File: config.mk
export PLATFORM = sky130hd
export DESIGN_NAME = ordered_list_table_engine
export DESIGN_NICKNAME = d
export VERILOG_FILES = /design/src/rtl/core/oltab_pkg.sv /design/src/rtl/core/oltab_ctrl.sv /design/src/rtl/core/oltab_dp.sv /design/src/rtl/core/ordered_list_table_engine.sv
export SDC_FILE = /design/constraint.sdc
export NUM_CORES = 2
export LEC_CHECK = 0
export BUFFER_PORTS_ARGS = -buffer_cell sky130_fd_sc_hd__buf_2
export CAP_MARGIN = 20
export CORE_AREA = 2 2 413 497
export CTS_CLUSTER_DIAMETER = 40
export DETAILED_ROUTE_END_ITERATION = 12
export DIE_AREA = 0 0 415 499
export HOLD_SLACK_MARGIN = 0.06
export PLACE_DENSITY_LB_ADDON = 0.2
export SLEW_MARGIN = 20
export SYNTH_ARGS = -nofsm -noshare
export SYNTH_HDL_FRONTEND = slang
export SYNTH_SLANG_ARGS = --single-unit
File: constraint.sdc
create_clock -name clk -period 8.65 [get_ports clk]
set_input_delay 1.73 -clock clk [delete_from_list [all_inputs] [get_ports clk]]
set_output_delay 1.73 -clock clk [all_outputs]
set_load 0.02 [all_outputs]
File: src/rtl/core/oltab_pkg.sv
`timescale 1ns / 1ps

package oltab_pkg;

  localparam int OUT_CNT_W = 7;

  typedef enum logic [2:0] {
    ACT_INSERT = 3'd0,
    ACT_APPEND = 3'd1,
    ACT_DELETE = 3'd2,
    ACT_FIND   = 3'd3,
    ACT_COUNT  = 3'd4,
    ACT_READ   = 3'd5
  } action_t;

  typedef struct packed {
    logic load;
    logic setup;
    logic walk;
    logic commit;
  } oltab_cmd_t;

  typedef struct packed {
    logic walk_busy;
  } oltab_status_t;

endpackage

File: src/rtl/core/oltab_ctrl.sv
`timescale 1ns / 1ps

module oltab_ctrl import oltab_pkg::*; (
  input  logic          clk,
  input  logic          rst_n,
  input  logic          in_valid,
  output logic          in_ready,
  output logic          out_valid,
  input  logic          out_ready,
  output oltab_cmd_t    cmd,
  input  oltab_status_t status
);

  typedef enum logic [1:0] {
    S_IDLE,
    S_SETUP,
    S_WALK,
    S_COMMIT
  } state_t;

  state_t state_r;
  logic   out_valid_r;
  logic   out_free;

  assign out_free   = !out_valid_r || out_ready;
  assign in_ready   = (state_r == S_IDLE);
  assign out_valid  = out_valid_r;

  assign cmd.load   = in_valid && (state_r == S_IDLE);
  assign cmd.setup  = (state_r == S_SETUP);
  assign cmd.walk   = (state_r == S_WALK);
  // result word loads only once the output register is free
  assign cmd.commit = (state_r == S_COMMIT) && out_free;

  always_ff @(posedge clk) begin
    if (!rst_n) begin
      state_r     <= S_IDLE;
      out_valid_r <= 1'b0;
    end else begin
      if (state_r == S_COMMIT && out_free) begin
        out_valid_r <= 1'b1;
      end else if (out_ready) begin
        out_valid_r <= 1'b0;
      end
      unique case (state_r)
        S_IDLE: begin
          if (in_valid) begin
            state_r <= S_SETUP;
          end
        end
        S_SETUP: begin
          state_r <= S_WALK;
        end
        S_WALK: begin
          if (!status.walk_busy) begin
            state_r <= S_COMMIT;
          end
        end
        S_COMMIT: begin
          if (out_free) begin
            state_r <= S_IDLE;
          end
        end
        default: begin
          state_r <= S_IDLE;
        end
      endcase
    end
  end

endmodule

File: src/rtl/core/oltab_dp.sv
`timescale 1ns / 1ps

module oltab_dp import oltab_pkg::*; #(
  parameter int CAPACITY = 64
) (
  input  logic                 clk,
  input  logic                 rst_n,
  input  oltab_cmd_t           cmd,
  output oltab_status_t        status,
  input  logic [2:0]           in_action,
  input  logic signed [31:0]   in_value,
  input  logic [7:0]           in_position,
  output logic                 out_ok,
  output logic signed [31:0]   out_read_value,
  output logic [OUT_CNT_W-1:0] out_index_or_count,
  output logic [OUT_CNT_W-1:0] out_list_length
);

  localparam int ADDR_W = (CAPACITY > 1) ? $clog2(CAPACITY) : 1;
  localparam int CNT_W  = $clog2(CAPACITY + 1);
  localparam int CW     = ((CNT_W > 8) ? CNT_W : 8) + 1;
  localparam int OW     = (CNT_W > OUT_CNT_W) ? CNT_W : OUT_CNT_W;

  logic [31:0] mem [CAPACITY];

  // captured item
  logic [2:0]         act_r;
  logic signed [31:0] val_r;
  logic [7:0]         pos_r;

  // decoded action
  logic             ok_r, ins_r, del_r, find_r, read_r, up_r, dn_r, scan_r;
  logic [CNT_W-1:0] slot_r;

  // walk
  logic             iss_r, pend_r, hit_r;
  logic [CNT_W-1:0] ptr_r, lim_r, pend_addr_r, acc_r, count_r;
  logic [31:0]      rdata_r;

  // decode
  logic [CW-1:0]    slot_e, pos_e, cnt_e, cap_e;
  logic             d_ok, d_ins, d_del, d_find, d_read, d_up, d_dn, d_scan, d_walk;
  logic [CNT_W-1:0] d_ptr, d_lim, d_slot;

  logic             stop, issue;
  logic             wr_en;
  logic [ADDR_W-1:0] wr_addr;
  logic [31:0]      wr_data;
  logic [CNT_W-1:0] step_addr, count_nxt;
  logic [OW-1:0]    acc_ext, cnt_ext;

  assign pos_e  = CW'(pos_r);
  assign cnt_e  = CW'(count_r);
  assign cap_e  = CW'(CAPACITY);
  assign slot_e = (pos_r == 8'd0) ? '0 : (pos_e - CW'(1));

  always_comb begin
    d_ok   = 1'b0;
    d_ins  = 1'b0;
    d_del  = 1'b0;
    d_find = 1'b0;
    d_read = 1'b0;
    d_up   = 1'b0;
    d_dn   = 1'b0;
    d_scan = 1'b0;
    d_walk = 1'b0;
    d_ptr  = '0;
    d_lim  = '0;
    d_slot = slot_e[CNT_W-1:0];
    case (act_r)
      ACT_INSERT: begin
        if (cnt_e < cap_e && slot_e <= cnt_e) begin
          d_ok  = 1'b1;
          d_ins = 1'b1;
          if (slot_e < cnt_e) begin
            d_walk = 1'b1;
            d_up   = 1'b1;
            d_ptr  = count_r - CNT_W'(1);
            d_lim  = slot_e[CNT_W-1:0];
          end
        end
      end
      ACT_APPEND: begin
        d_slot = count_r;
        if (cnt_e < cap_e) begin
          d_ok  = 1'b1;
          d_ins = 1'b1;
        end
      end
      ACT_DELETE: begin
        if (slot_e < cnt_e) begin
          d_ok  = 1'b1;
          d_del = 1'b1;
          if (slot_e + CW'(1) < cnt_e) begin
            d_walk = 1'b1;
            d_dn   = 1'b1;
            d_ptr  = slot_e[CNT_W-1:0] + CNT_W'(1);
            d_lim  = count_r - CNT_W'(1);
          end
        end
      end
      ACT_FIND, ACT_COUNT: begin
        d_find = (act_r == ACT_FIND);
        d_ok   = (act_r == ACT_COUNT);
        d_scan = 1'b1;
        if (count_r != '0) begin
          d_walk = 1'b1;
          d_ptr  = '0;
          d_lim  = count_r - CNT_W'(1);
        end
      end
      ACT_READ: begin
        if (pos_r != 8'd0 && pos_e <= cnt_e) begin
          d_ok   = 1'b1;
          d_read = 1'b1;
          d_walk = 1'b1;
          d_ptr  = slot_e[CNT_W-1:0];
          d_lim  = slot_e[CNT_W-1:0];
        end
      end
      default: begin
        d_ok = 1'b0;
      end
    endcase
  end

  // find stops issuing reads once the first match is seen
  assign stop  = find_r && hit_r;
  assign issue = cmd.walk && iss_r && !stop;
  assign status.walk_busy = (iss_r && !stop) || pend_r;

  assign step_addr = up_r ? (pend_addr_r + CNT_W'(1)) : (pend_addr_r - CNT_W'(1));
  assign wr_en     = (cmd.walk && pend_r && (up_r || dn_r)) || (cmd.commit && ins_r);
  assign wr_addr   = cmd.commit ? slot_r[ADDR_W-1:0] : step_addr[ADDR_W-1:0];
  assign wr_data   = cmd.commit ? val_r : rdata_r;

  always_comb begin
    count_nxt = count_r;
    if (ins_r) begin
      count_nxt = count_r + CNT_W'(1);
    end else if (del_r) begin
      count_nxt = count_r - CNT_W'(1);
    end
  end

  assign acc_ext = OW'(acc_r);
  assign cnt_ext = OW'(count_nxt);

  always_ff @(posedge clk) begin
    if (wr_en) begin
      mem[wr_addr] <= wr_data;
    end
    if (issue) begin
      rdata_r <= mem[ptr_r[ADDR_W-1:0]];
    end
  end

  always_ff @(posedge clk) begin
    if (cmd.load) begin
      act_r <= in_action;
      val_r <= in_value;
      pos_r <= in_position;
    end
    if (cmd.setup) begin
      ok_r   <= d_ok;
      ins_r  <= d_ins;
      del_r  <= d_del;
      find_r <= d_find;
      read_r <= d_read;
      up_r   <= d_up;
      dn_r   <= d_dn;
      scan_r <= d_scan;
      slot_r <= d_slot;
      ptr_r  <= d_ptr;
      lim_r  <= d_lim;
      acc_r  <= '0;
      hit_r  <= 1'b0;
    end else if (cmd.walk) begin
      if (issue) begin
        pend_addr_r <= ptr_r;
        if (up_r) begin
          ptr_r <= ptr_r - CNT_W'(1);
        end else begin
          ptr_r <= ptr_r + CNT_W'(1);
        end
      end
      if (pend_r && scan_r && !stop && rdata_r == val_r) begin
        if (find_r) begin
          hit_r <= 1'b1;
          acc_r <= pend_addr_r + CNT_W'(1);
        end else begin
          acc_r <= acc_r + CNT_W'(1);
        end
      end
    end
    if (cmd.commit) begin
      out_ok             <= ok_r || (find_r && hit_r);
      out_read_value     <= read_r ? rdata_r : '0;
      out_index_or_count <= scan_r ? acc_ext[OUT_CNT_W-1:0] : '0;
      out_list_length    <= cnt_ext[OUT_CNT_W-1:0];
    end
  end

  always_ff @(posedge clk) begin
    if (!rst_n) begin
      iss_r   <= 1'b0;
      pend_r  <= 1'b0;
      count_r <= '0;
    end else begin
      if (cmd.setup) begin
        iss_r  <= d_walk;
        pend_r <= 1'b0;
      end else if (cmd.walk) begin
        pend_r <= issue;
        if (issue && ptr_r == lim_r) begin
          iss_r <= 1'b0;
        end
      end
      if (cmd.commit) begin
        count_r <= count_nxt;
      end
    end
  end

endmodule

File: src/rtl/core/ordered_list_table_engine.sv
`timescale 1ns / 1ps
// An accepted word passes through the setup, walk and commit states before out_valid; in the
// walk, n elements (up to CAPACITY) are read, one per cycle through the read port.
// A new word is taken only after the previous result is committed; in_ready is high
// only while the engine is idle.
// A finished result waits in the output register; the next word is taken meanwhile.
// Reset (synchronous, rst_n low) empties the list; store contents are left as they were.

module ordered_list_table_engine import oltab_pkg::*; #(
  parameter int CAPACITY = 64
) (
  input  logic                 clk,
  input  logic                 rst_n,
  input  logic                 in_valid,
  output logic                 in_ready,
  input  logic [2:0]           in_action,
  input  logic signed [31:0]   in_value,
  input  logic [7:0]           in_position,
  output logic                 out_valid,
  input  logic                 out_ready,
  output logic                 out_ok,
  output logic signed [31:0]   out_read_value,
  output logic [OUT_CNT_W-1:0] out_index_or_count,
  output logic [OUT_CNT_W-1:0] out_list_length
);

  oltab_cmd_t    cmd;
  oltab_status_t status;

  oltab_ctrl u_ctrl (
    .clk       (clk),
    .rst_n     (rst_n),
    .in_valid  (in_valid),
    .in_ready  (in_ready),
    .out_valid (out_valid),
    .out_ready (out_ready),
    .cmd       (cmd),
    .status    (status)
  );

  oltab_dp #(
    .CAPACITY (CAPACITY)
  ) u_dp (
    .clk                (clk),
    .rst_n              (rst_n),
    .cmd                (cmd),
    .status             (status),
    .in_action          (in_action),
    .in_value           (in_value),
    .in_position        (in_position),
    .out_ok             (out_ok),
    .out_read_value     (out_read_value),
    .out_index_or_count (out_index_or_count),
    .out_list_length    (out_list_length)
  );

endmodule
==> flow_summary.ini <==
[drt]
drtIter0Drc = 4365
viasPerCell = 5.81
ant_nets = 0
num_vias = 41080
wl_per_cell_um = 31.6
drc_errors = 0
totalWireLength_um = 223000
drtPass1Iterations = 5

[logic_synthesis]
synth_edf_count = 2205
ys_top_cells_by_count = edfxtp_1 (2205), mux4_2 (640), nand2_1 (187)
avgSynthCellArea_sq_um = 22.5
yosys.area.top_type_share = 0.764
yosysSeqAreaShare = 0.769
synth_fp_nets = 3933
syn_inst = 3846
synth_largest_area_cell = edfxtp_1
yosysUniqueCellTypes = 70
netlist_area_sq_um = 86700
ys.flop_type = edfxtp_1
synth_seq_cells = 2225
synth_area_leaders = edfxtp_1 (76%), mux4_2 (17%), nand2_1 (0.81%)
ys_warn_count = 0
yosysMostFrequentCell = edfxtp_1
async_flop_share = 0

[cells_and_area]
syn_to_final_growth_pct = 17.3
drive_gt1_frac = 0.329
nets = 4274

[power]
clock_power_share = 0.410
irDropWorstVdd_mv = 0.223
seqPwrFrac = 0.418
power.internal_mw = 22.1
p_sw_mw = 8.10
p_comb_frac = 0.172
swShare = 0.269
leakage_nw = 32.2
powerDensity_nw_per_um2 = 297

[grt]
grt-ovfl-total = 0
grtUsageTotal = 0.215
grt_pass1_vias = 41855
antenna_found_initial = 5
grt_pass1_wl_um = 317000
grt_max_degree = 114

[critical_path]
cp_num_buf_inv = 3
worst_path_max_delay_cell = nor2_4
worstPathCellList = buf_2 -> nand2b_1 -> nand2_2 -> buf_4 -> mux2i_1 -> nand2_1 -> nor2_4 -> buf_4
cp_top_family = simple AND/OR/NAND/NOR gates
cpMostUsedCell = buf_4
timing.critical_path.required_ps = 9200
start_kind = primary input
arrival_ps = 5220
cp-end-kind = flip-flop
critPathMaxFanout = 48
worstSetupPathType = in2reg
max_stage_delay_ps = 720

[sta]
fin_crit_ps = 4670
tightestPinTransition_ps = 1100
maxSlewViolCount = 0
setup_ws_ps = 3980
final.setup.tns_ps = 0
fmax_mhz = 214
setup_viol = 0
slew_headroom = 0.266
rsz0062_at_grt = false
min_period_over_period = 0.539
fin_skew_ps = 68.3
finalHoldViolations = 0

[die]
num_io_pins = 96
fp-row-count = 181
fp.dieArea_sq_um = 207000
core_area_sq_um = 202000
die_width_um = 415
initial_utilization = 0.429
dieHeight_um = 499

[run_status]
run_status = complete, no violations

[placement]
place_congestion = 0.838
hpwl_um = 134000
pre_cts_ws_ps = 3110
io_buffers = 95

[cts]
cts_resized = 0
htree_levels = 5
cts-root-buf = clkbuf_16
clk_path_buf_depth = 4
cts_tree = built
holdBufCountCts = 0
cts_buffers = 305
cts_num_sinks = 2225
clk_pin_slew_ps = 60
postCtsSetupRepairBufs = 0
clock_latency_ps = 940

[job]
maxCapViolations = 0

[hold_path]
hp-class = reg2reg
## registers in the layout, indices dropped and copies added (netlist names), 2 cells and up
register and flops:
u_ctrl.state_r 2, u_dp.acc_ext 7, u_dp.act_r 3, u_dp.count_r 7
u_dp.lim_r 7, u_dp.mem 2048, u_dp.out_index_or_count 7, u_dp.out_list_length 7
u_dp.out_read_value 32, u_dp.pend_addr_r 7, u_dp.pos_r 8, u_dp.ptr_r 7
u_dp.rdata_r 32, u_dp.slot_r 6, u_dp.val_r 32
## layer usage
metal	wire [um]	GRT usage	vias to the layer above
li1	-	-	16983
met1	92400	0.295	22394
met2	114000	0.362	1414
met3	12600	0.0346	287
met4	4590	0.0534	2
met5	12	0	-
## logic make-up (layout without fill, tap and decap cells)
group           after synthesis  count (layout)  synth area share
simple gates                444             444            0.0237
other cells                   0               3                 0
xor+xnor                     70              70           0.00707
fa+ha+maj                    40              40           0.00586
buf+inv                     226             793            0.0113
compound gates              183             183            0.0150
flops                      2225            2225             0.769
mux                         658             658             0.168
## power groups by stage
stage / clock network (mW) / logic [mW] / registers, mW
after floorplan: 0 / 3.30 / 12.8
after global placement: 0 / 5.24 / 12.8
after detailed placement: 0 / 5.28 / 12.8
after CTS: 12.6 / 5.29 / 12.6
after global routing: 13.0 / 5.50 / 12.6
final: 12.4 / 5.20 / 12.6
## layout by cell type (no fill, tap or decap), types with 11 or more instances in the layout
cell and n:
inv_8 14, buf_4 103, nor2b_1 16, buf_2 95, clkbuf_16 315, nor2_4 66
clkinv_1 25, edfxtp_1 2205, o22ai_1 15, xnor2_1 33, xor2_1 37, clkinv_2 21
o21ai_0 26, a21oi_1 23, nor2_1 41, clkinv_4 34, ha_1 39, clkinvlp_4 31
bufinv_16 30, nand2_1 164, and3_1 12, buf_16 15, clkbuf_1 34, mux2i_1 12
nor3_1 14, inv_1 36, mux4_2 640, and2_1 42, inv_6 25, nand3_1 15
dfxtp_1 20, a22oi_1 54, nand2_2 20, nor4_1 11
## path summary, 6_finish.rpt
path	start	to	slack (ps)	cells past startpoint
min	u_dp.hit_r	u_dp.hit_r	490	1
max	out_ready	u_dp.mem[27][31]	3980	8
max reg2reg	u_dp.pos_r[0]	u_dp.ptr_r[5]	4250	18
min reg2reg	u_dp.hit_r	u_dp.hit_r	490	1
## metrics by stage
step           hold WS, ps  std cells  area, sq um  power [mW]  utilization
6_report               487       7069       102000        30.2        0.503
5_1_grt                517       7067       102000        31.1        0.503
4_1_cts                481       7064       102000        30.5        0.503
3_5_place_dp           468       6531        91500        18.1        0.453
3_3_place_gp           447       6516        91100        18.1        0.451
2_1_floorplan          424       3846        86700        16.1            -
## area by class of cell
cell class / instances / area, sq um
tap: 2653 / 3320
inverter: 37 / 141
multi-input combinational: 1395 / 19700
clock buffer: 349 / 8010
fill: 15929 / 100000
antenna: 3 / 7.51
timing repair buffer: 223 / 1860
sequential: 2225 / 66600
clock inverter: 184 / 2070
(Power assumes the default switching activity.)
